===== src/hdl/alb_pkg.sv =====
package alb_pkg;

  localparam int unsigned NumAlarms = 15;

  localparam logic [1:0] KIND_TICK      = 2'd0;
  localparam logic [1:0] KIND_SET       = 2'd1;
  localparam logic [1:0] KIND_CLEAR     = 2'd2;
  localparam logic [1:0] KIND_CLEAR_ALL = 2'd3;

  localparam logic [1:0] MODE_OFF  = 2'd0;
  localparam logic [1:0] MODE_CONT = 2'd1;
  localparam logic [1:0] MODE_SLOW = 2'd2;
  localparam logic [1:0] MODE_FAST = 2'd3;

  localparam logic [1:0] REG_CLEAR_TEMP = 2'd0;
  localparam logic [1:0] REG_SLOW_HALF  = 2'd1;
  localparam logic [1:0] REG_FAST_HALF  = 2'd2;

  localparam logic [3:0] IDX_NONE = 4'd15;

  localparam logic [14:0] CONT_MASK = 15'h1C00;
  localparam logic [14:0] SLOW_MASK = 15'h2001;

  localparam logic signed [11:0] CLEAR_TEMP_RESET = 12'sd580;
  localparam logic [15:0]        SLOW_HALF_RESET  = 16'd1000;
  localparam logic [15:0]        FAST_HALF_RESET  = 16'd50;

  typedef struct packed {
    logic [1:0]         kind;
    logic [3:0]         alarm_index;
    logic [2:0]         enable_bits;
    logic [5:0]         relay_bits;
    logic [2:0]         contactor_bits;
    logic signed [11:0] temp_one;
    logic signed [11:0] temp_two;
    logic signed [11:0] temp_three;
    logic               supply_ok;
  } in_word_t;

  typedef struct packed {
    logic [14:0] active_mask;
    logic [3:0]  active_count;
    logic [3:0]  last_alarm;
    logic        alarm_line;
    logic [1:0]  beep_mode;
    logic        beep_on;
  } out_word_t;

endpackage


===== src/hdl/alarm_latch_beeper_controller.sv =====
// Alarm latch and beeper controller.
// Input channel: in_valid_i, in_stall_o and in_data_i carry one word per item:
// a 1 ms tick with pin samples, a set, a clear or a clear-all. A word is taken
// at a rising edge with in_valid_i high and in_stall_o low.
// Output channel: out_valid_o, out_stall_i and out_data_o return exactly one
// word per input word, showing the alarm bits, their count, the last alarm
// code, the alarm line and the buzzer mode and level after that item.
// A word taken at an edge has its result registered and valid from that edge;
// unless the receiver stalls, one word is taken every cycle; the state update
// and all fifteen clear conditions sit between state and output register.
// When the receiver stalls, the output register holds its word and in_stall_o
// rises, so no further input word is taken until the output word is gone.
// Configuration: cfg_valid_i, cfg_ready_o, cfg_index_i and cfg_data_i write the
// clear temperature and the two half periods; cfg_ready_o is always high.
// Reset clears all alarms, turns the buzzer off, empties the output register
// and loads the registers with 58.0 C, 1000 ticks and 50 ticks.
module alarm_latch_beeper_controller
  import alb_pkg::*;
(
  input  logic      clk_i,
  input  logic      rst_ni,
  input  logic      in_valid_i,
  output logic      in_stall_o,
  input  in_word_t  in_data_i,
  output logic      out_valid_o,
  input  logic      out_stall_i,
  output out_word_t out_data_o,
  input  logic      cfg_valid_i,
  output logic      cfg_ready_o,
  input  logic [1:0]  cfg_index_i,
  input  logic [15:0] cfg_data_i
);

  logic signed [11:0] clear_temp_q;
  logic [15:0]        slow_half_q;
  logic [15:0]        fast_half_q;

  logic [14:0] bits_q, bits_d;
  logic [3:0]  last_q, last_d;
  logic [1:0]  mode_q, mode_d;
  logic [15:0] elapsed_q, elapsed_d;
  logic        buzz_q, buzz_d;
  logic        line_q, line_d;

  logic      out_valid_q, out_valid_d;
  out_word_t out_word_q, out_word_d;

  logic        accept;
  logic [14:0] idx_bit;
  logic [15:0] el_inc, el_tick, half;
  logic        buzz_tick;
  logic        table_ok;
  logic [14:0] ok, clr, low_bit;
  logic        cont_seen;

  function automatic logic [1:0] mode_of(input logic [14:0] b);
    logic [1:0] m;
    if (b == '0) begin
      m = MODE_OFF;
    end else if ((b & CONT_MASK) != '0) begin
      m = MODE_CONT;
    end else if ((b & SLOW_MASK) != '0) begin
      m = MODE_SLOW;
    end else begin
      m = MODE_FAST;
    end
    return m;
  endfunction

  function automatic logic buzz_of(input logic [1:0] m, input logic cur);
    logic r;
    r = cur;
    if (m == MODE_OFF) begin
      r = 1'b0;
    end else if (m == MODE_CONT) begin
      r = 1'b1;
    end
    return r;
  endfunction

  function automatic logic [3:0] count_of(input logic [14:0] b);
    logic [3:0] n;
    n = '0;
    for (int i = 0; i < NumAlarms; i++) begin
      n = n + 4'(b[i]);
    end
    return n;
  endfunction

  assign accept      = in_valid_i && !in_stall_o;
  assign in_stall_o  = out_valid_q && out_stall_i;
  assign cfg_ready_o = 1'b1;
  assign out_valid_o = out_valid_q;
  assign out_data_o  = out_word_q;

  assign idx_bit = 15'd1 << in_data_i.alarm_index;

  always_comb begin
    table_ok = 1'b0;
    case (in_data_i.enable_bits)
      3'd0: table_ok = (in_data_i.relay_bits == 6'h00) && (in_data_i.contactor_bits == 3'd0);
      3'd1: table_ok = (in_data_i.relay_bits == 6'h03) && (in_data_i.contactor_bits == 3'd1);
      3'd2: table_ok = (in_data_i.relay_bits == 6'h0C) && (in_data_i.contactor_bits == 3'd2);
      3'd4: table_ok = (in_data_i.relay_bits == 6'h30) && (in_data_i.contactor_bits == 3'd4);
      default: table_ok = 1'b0;
    endcase
  end

  always_comb begin
    ok[0]    = (in_data_i.enable_bits & (in_data_i.enable_bits - 3'd1)) == 3'd0;
    ok[9:1]  = {9{table_ok}};
    ok[10]   = in_data_i.temp_one < clear_temp_q;
    ok[11]   = in_data_i.temp_two < clear_temp_q;
    ok[12]   = in_data_i.temp_three < clear_temp_q;
    ok[13]   = table_ok;
    ok[14]   = in_data_i.supply_ok;
  end

  // All clearable alarms are cleared on one tick; if a continuous alarm besides
  // the lowest cleared one was set, a remaining pulse mode keeps the level high.
  assign clr       = bits_q & ok;
  assign low_bit   = clr & (~clr + 15'd1);
  assign cont_seen = ((bits_q & ~low_bit & CONT_MASK) != '0);

  assign el_inc = (elapsed_q != 16'hFFFF) ? elapsed_q + 16'd1 : elapsed_q;
  assign half   = (mode_q == MODE_SLOW) ? slow_half_q : fast_half_q;

  always_comb begin
    el_tick   = el_inc;
    buzz_tick = buzz_q;
    if ((mode_q == MODE_SLOW || mode_q == MODE_FAST) && el_inc >= half) begin
      el_tick   = '0;
      buzz_tick = ~buzz_q;
    end
  end

  always_comb begin
    bits_d    = bits_q;
    last_d    = last_q;
    mode_d    = mode_q;
    elapsed_d = elapsed_q;
    buzz_d    = buzz_q;
    line_d    = line_q;
    case (in_data_i.kind)
      KIND_SET: begin
        if (in_data_i.alarm_index != IDX_NONE) begin
          bits_d    = bits_q | idx_bit;
          last_d    = in_data_i.alarm_index + 4'd1;
          line_d    = 1'b1;
          mode_d    = mode_of(bits_d);
          elapsed_d = '0;
          buzz_d    = buzz_of(mode_d, buzz_q);
        end
      end
      KIND_CLEAR: begin
        if (in_data_i.alarm_index != IDX_NONE) begin
          bits_d = bits_q & ~idx_bit;
          if (bits_d == '0) begin
            last_d = '0;
            line_d = 1'b0;
          end
          mode_d    = mode_of(bits_d);
          elapsed_d = '0;
          buzz_d    = buzz_of(mode_d, buzz_q);
        end
      end
      KIND_CLEAR_ALL: begin
        bits_d    = '0;
        last_d    = '0;
        line_d    = 1'b0;
        mode_d    = MODE_OFF;
        elapsed_d = '0;
        buzz_d    = 1'b0;
      end
      KIND_TICK: begin
        elapsed_d = el_tick;
        buzz_d    = buzz_tick;
        if (clr != '0) begin
          bits_d = bits_q & ~clr;
          if (bits_d == '0) begin
            last_d = '0;
            line_d = 1'b0;
          end
          mode_d    = mode_of(bits_d);
          elapsed_d = '0;
          buzz_d    = buzz_of(mode_d, cont_seen | buzz_tick);
        end
      end
      default: begin
        bits_d = bits_q;
      end
    endcase
  end

  always_comb begin
    out_word_d.active_mask  = bits_d;
    out_word_d.active_count = count_of(bits_d);
    out_word_d.last_alarm   = last_d;
    out_word_d.alarm_line   = line_d;
    out_word_d.beep_mode    = mode_d;
    out_word_d.beep_on      = buzz_d;
    out_valid_d = accept || (out_valid_q && out_stall_i);
  end

  always_ff @(posedge clk_i or negedge rst_ni) begin
    if (!rst_ni) begin
      clear_temp_q <= CLEAR_TEMP_RESET;
      slow_half_q  <= SLOW_HALF_RESET;
      fast_half_q  <= FAST_HALF_RESET;
    end else if (cfg_valid_i && cfg_ready_o) begin
      case (cfg_index_i)
        REG_CLEAR_TEMP: clear_temp_q <= cfg_data_i[11:0];
        REG_SLOW_HALF:  slow_half_q  <= cfg_data_i;
        REG_FAST_HALF:  fast_half_q  <= cfg_data_i;
        default: begin
          slow_half_q <= slow_half_q;
        end
      endcase
    end
  end

  always_ff @(posedge clk_i or negedge rst_ni) begin
    if (!rst_ni) begin
      bits_q      <= '0;
      last_q      <= '0;
      mode_q      <= MODE_OFF;
      elapsed_q   <= '0;
      buzz_q      <= 1'b0;
      line_q      <= 1'b0;
      out_valid_q <= 1'b0;
    end else begin
      out_valid_q <= out_valid_d;
      if (accept) begin
        bits_q    <= bits_d;
        last_q    <= last_d;
        mode_q    <= mode_d;
        elapsed_q <= elapsed_d;
        buzz_q    <= buzz_d;
        line_q    <= line_d;
      end
    end
  end

  always_ff @(posedge clk_i) begin
    if (accept) begin
      out_word_q <= out_word_d;
    end
  end

endmodule


===== config.mk =====
export PLATFORM = sky130hd
export DESIGN_NAME = alarm_latch_beeper_controller
export DESIGN_NICKNAME = d
export VERILOG_FILES = /design/src/hdl/alb_pkg.sv /design/src/hdl/alarm_latch_beeper_controller.sv
export SDC_FILE = /design/constraint.sdc
export NUM_CORES = 1
export LEC_CHECK = 0
export BUFFER_PORTS_ARGS = -buffer_cell sky130_fd_sc_hd__buf_2
export CAP_MARGIN = 20
export CORE_MARGIN = 2
export CORE_UTILIZATION = 55
export DETAILED_ROUTE_END_ITERATION = 8
export GPL_TIMING_DRIVEN = 0
export PLACE_DENSITY = 0.76
export SYNTH_ARGS = -nofsm -noshare
export SYNTH_HDL_FRONTEND = slang
export SYNTH_SLANG_ARGS = --single-unit

===== constraint.sdc =====
create_clock -name clk_i -period 7.95 [get_ports clk_i]
set_input_delay 1.59 -clock clk_i [delete_from_list [all_inputs] [get_ports clk_i]]
set_output_delay 1.59 -clock clk_i [all_outputs]
set_load 0.05 [all_outputs]

Word level (Yosys, flattened, before mapping)

Index checks and enable logic that the tools add are counted.
Widths: inputs -> output; s select.

Flip-flop bits (word level): 111
Bits of input ports: 78
Logic and storage cells: 161

Add/sub/neg operators: 18
$lt $le $gt $ge: 4
Eq/ne operators: 22
Shift-type cells: 1
Muxes and demuxes: 53
Bitwise gates (word level): 12
Reductions and logical operators: 35

Operators with widths:

| kind                  | number |
|---|---|
| $reduce_bool 15->1    | 8 |
| $mux 16               | 5 |
| $pmux 15 s4           | 1 |
| $pmux 16 s3           | 1 |
| $and 15x15->15        | 3 |
| $logic_not 15->1      | 3 |
| $mux 15               | 3 |
| $add 4x1->4           | 11 |
| $lt 12x12->1          | 3 |
| $mux 2                | 15 |
| $not 15->15           | 2 |
| $and 13x13->13        | 2 |
| $mux 4                | 5 |
| $mux 1                | 18 |
| $add 16x1->16 const B | 1 |
| $ge 16x16->1          | 1 |
| $ne 16x16->1 const B  | 1 |
| $pmux 4 s4            | 1 |
| $or 15x15->15         | 1 |
| $shl 1x4->15 const A  | 1 |
| $add 13x1->13 const B | 1 |
| $not 13->13           | 1 |
| $pmux 1 s4            | 3 |
| $eq 2x1->1 const B    | 5 |
| other kinds (26)      | 49 |

Logic depth before layout (Yosys ltp)

Depth in word-level cells: 22
Mapped depth: 21
Depth with buffers taken out: 19

Least setup slack after synthesis

OpenSTA, ideal clock, no wires.

Kind: input-to-reg
Start point: in in_data_i[6] (netlist bit)
End point: reg out_word_q, in the netlist out_data_o[9], data pin
Arrival: 6681 ps
Path slack: 1000 ps
Stages on the path: 19
Path buffers: 2
Cells stage by stage: ha_1 o211ai_1 a211o_1 a31oi_1 o221ai_2 nor3_1 o21a_1 clkbuf_1 clkbuf_1 a21oi_1 o21ai_0 fa_1 fa_1 fa_1 inv_1 fa_1 fa_1 inv_1 fa_1

RTL lines:

| what                 | line                                 | text |
|---|---|---|
| start, declared      | alarm_latch_beeper_controller.sv:24  | `input in_word_t in_data_i,` |
| end signal, assigned | alarm_latch_beeper_controller.sv:246 | `out_word_q <= out_word_d;` |
| end, declared        | alarm_latch_beeper_controller.sv:46  | `out_word_t out_word_q, out_word_d;` |

==> reports/metrics.json <==
{
  "global_route": {
    "grt_max_degree": 52,
    "grt_first_pass_wirelength_um": 31200,
    "grt_antenna_before_repair": 0,
    "first_global_vias": 6300,
    "track_usage_pct": 27.3,
    "grt-ovfl-total": 0
  },
  "final_layout": {
    "final_antenna_diode_count": 0,
    "final_nets": 1050,
    "n_fill_cell": 1092,
    "area_growth_pct": 14.6,
    "layout-drive-gt1-share_pct": 21.1
  },
  "placement": {
    "port-buffer-count": 105,
    "gp_congestion": 0.969,
    "post_place_setup_slack_ns": -0.0135,
    "dp.final_hpwl_um": 14700
  },
  "sta": {
    "transition_time_of_the_tightest_slew_check_pin_ns": 0.893,
    "post-route-period-util_pct": 95.5,
    "hold_violations": 0,
    "slew_violations": 0,
    "unrepaired_setup_endpoints_after_global_routing": "no",
    "setup_violations": 0,
    "finalWorstPathRequiredPeriod_ns": 7.60,
    "finalWorstSetupSlack_ns": 0.354,
    "worst_clock_skew_ns": 0.0145,
    "slew-limit-headroom_pct": 40.5,
    "timing.fmax_mhz": 132
  },
  "yosys": {
    "yosysUniqueCellTypes": 71,
    "synth_edf_count": 27,
    "post_synth_inst_count": 784,
    "syn-cell-area_mm2": 0.00753,
    "avgSynthCellArea_um2": 9.60,
    "synth_ff_type": "dfrtp_1",
    "synth.ff_latch_count": 111,
    "asyncSetResetFlopFracSynth_pct": 75.7,
    "synthesis.nets": 933,
    "yosys_warnings": 0,
    "ys_seq_area_share_pct": 38.9
  },
  "floorplanning": {
    "core_region_area_mm2": 0.0133,
    "placementRows": 42,
    "die_area_mm2": 0.0146,
    "die_w_um": 121,
    "initial_core_util_pct": 56.6,
    "ioPinCount": 108,
    "fp.dieH_um": 121
  },
  "routing": {
    "dr_total_vias": 6500,
    "drc": 0,
    "route.detailed.vias_per_inst": 6.01,
    "detail_route.first_pass.iterations": 6,
    "routedWlPerCell_um": 17.6,
    "first_iter_violations": 635,
    "antenna_left": 0,
    "routed_wirelength_um": 19100
  },
  "setup_path": {
    "r2r_end": "out_data_o[9]",
    "cp_data_arrival_time_ns": 7.71,
    "r2r_slack_ns": 1.06,
    "kind_of_start_point_of_the_critical_path": "input pin",
    "cpMaxStageDelayCell": "fa_1",
    "critical_path.startpoint": "in_data_i[6]",
    "worst-r2r-cell-count": 20,
    "cpPeakStageDelay_ns": 0.54,
    "timing_worst_setup_path_type": "input pin to flop",
    "setup.worst_path.end": "out_data_o[9]",
    "critPathMaxFanout": 10,
    "timing.critical_path.required_ns": 8.07,
    "element_type_at_the_critical_path_end": "flop",
    "crit_top_cell": "fa_1",
    "critical_path.reg2reg.startpoint": "clear_temp_q[9]",
    "worstPathCellList": "buf_2 -> ha_1 -> o211ai_1 -> a211o_1 -> a31oi_1 -> o221ai_2 -> nor3_1 -> o21a_1 -> clkbuf_1 -> clkbuf_1 -> a21oi_1 -> o21ai_0 -> fa_1 -> fa_1 -> fa_1 -> inv_1 -> fa_1 -> fa_1 -> inv_1 -> fa_1"
  },
  "power": {
    "power_density_mw_per_mm2": 232,
    "p_total_mw": 2.00,
    "vdd.ir_drop.worst_mv": 0.104,
    "power.static_leakage_nw": 3.92
  },
  "clock_network": {
    "clock_tree_from_tritoncts": "done",
    "clkTransAtPathRegs_ns": 0.08,
    "htree_num_levels": 3,
    "clock_tree.root_cell": "clkbuf_16",
    "cts_hold_buffers": 0,
    "ctsLongestPathBuffers": 2,
    "clock-sinks": 111,
    "worst_skew_pair_later_pin_latency_ns": 0.38,
    "cts-buffers-inserted": 9
  },
  "flow_run": {
    "cap_viol_max_count": 0
  },
  "run_status": {
    "status": "complete, no violations"
  },
  "hold_path": {
    "min-delay-path-class": "flop to flop"
  }
}
[routing by layer]
metal  part of all wire, %  GRT usage [%]  up-vias
met5                     0              0        -
met2                    47           44.3      223
li1                      -              -     3105
met4                   2.1           9.59        0
met3                   5.9           4.65       31
met1                    45           37.0     3141
[worst min-delay path by stage]
stage | cells past startpoint | slack (ns) | endpoint | start
2_1_floorplan | 1 | 0.47 | slow_half_q[0] | slow_half_q[0]
3_3_place_gp | 1 | 0.48 | slow_half_q[0] | slow_half_q[0]
3_5_place_dp | 1 | 0.49 | fast_half_q[6] | fast_half_q[6]
4_1_cts | 1 | 0.51 | fast_half_q[6] | fast_half_q[6]
5_1_grt | 1 | 0.52 | slow_half_q[4] | slow_half_q[4]
6_report | 1 | 0.51 | fast_half_q[6] | fast_half_q[6]
[through the flow]
stage | instances | instance area (um^2) | setup TNS, ns | hold slack (ns) | utilization (%)
after floorplan | 784 | 7530 | 0 | 0.474 | -
after global placement | 1065 | 8270 | 0 | 0.483 | 62.2
after detailed placement | 1066 | 8300 | -0.0135 | 0.493 | 62.5
after CTS | 1082 | 8630 | 0 | 0.511 | 64.9
after global routing | 1082 | 8630 | 0 | 0.522 | 64.9
final | 1082 | 8630 | 0 | 0.510 | 64.9
[worst max-delay path, delay by kind of cell]
family,cells,cell delay [ns]
AND/OR/NAND/NOR,1,0.42
AO/OA/AOI/OAI,7,1.56
adder cells (fa/ha/maj),7,3.11
buffers and inverters,5,1.01
[registers in the layout, indices dropped and copies added, names as in the netlist, 2 cells and up]
| name | flops |
|---|---|
| mode_q | 2 |
| clear_temp_q | 12 |
| bits_q | 15 |
| last_q | 4 |
| fast_half_q | 16 |
| elapsed_q | 16 |
| slow_half_q | 16 |
| out_data_o | 27 |
[synthesized netlist by cell type (6+ instances only)]
| cell type | count | area (um^2) |
|---|---|---|
| a21oi_1 | 35 | 175 |
| nand4_1 | 8 | 50.1 |
| ha_1 | 61 | 763 |
| mux2i_1 | 17 | 170 |
| a22o_1 | 14 | 123 |
| o31ai_1 | 7 | 52.6 |
| nand3_1 | 23 | 115 |
| a22oi_1 | 6 | 45.0 |
| a31oi_1 | 8 | 50.1 |
| edfxtp_1 | 27 | 811 |
| a211oi_1 | 11 | 82.6 |
| mux2_2 | 40 | 450 |
| nor3_1 | 12 | 60.1 |
| clkbuf_1 | 28 | 105 |
| nand2_1 | 80 | 300 |
| dfstp_2 | 12 | 315 |
| dfrtp_1 | 72 | 1800 |
| a21o_1 | 13 | 97.6 |
| nor2b_1 | 10 | 62.6 |
| o22ai_1 | 7 | 43.8 |
| and3_1 | 9 | 56.3 |
| xor2_1 | 7 | 61.3 |
| inv_1 | 52 | 195 |
| fa_1 | 10 | 200 |
| o21a_1 | 8 | 60.1 |
| nand2b_1 | 11 | 68.8 |
| nor2_1 | 35 | 131 |
| o21ai_0 | 77 | 385 |
[cells by family after synthesis]
logic type               synth area share, %
flip-flops                              38.9
other                                 0.0498
adder cells (fa/ha/maj)                 12.9
multiplexers                            8.25
buffers and inverters                   4.52
XOR/XNOR                                1.40
AO/OA/AOI/OAI                           18.9
AND/OR/NAND/NOR                         15.1
[cell usage in the layout, fill, tap and decap left out, drive strengths merged, types with 9 or more instances in the layout]
cell,n
a211oi,11
a21o,13
dfstp,12
edfxtp,27
nand2,80
nor2,36
nand3,23
a22o,14
dfrtp,72
a21oi,35
and3,9
buf,111
clkbuf,37
mux2,40
mux2i,17
nand2b,11
inv,58
ha,61
o21ai,79
nor3,12
fa,10
nor2b,10
[area by class of cell]
class	count	area [um^2]	area share, %
Buffer	33	143	1.65
Clock buffer	9	225	2.61
Clock inverter	7	98.8	1.15
Inverter	53	199	2.31
Multi-Input combinational cell	587	4260	49.4
Sequential cell	111	2930	33.9
Tap cell	176	220	2.55
Timing Repair Buffer	106	556	6.44
[power breakdown]
part	total (mW)	switching, mW	internal [mW]
Sequential	0.783	0.0724	0.711
Clock	0.486	0.253	0.233
Combinational	0.731	0.443	0.288
Total	2.00	0.768	1.23
[what timing repair did]
action	in CTS	in global routing
setup buffers	0	0
gates resized for setup	0	1
endpoints found under the setup margin	0	1
Note: power is estimated with default switching activity, not from simulation.
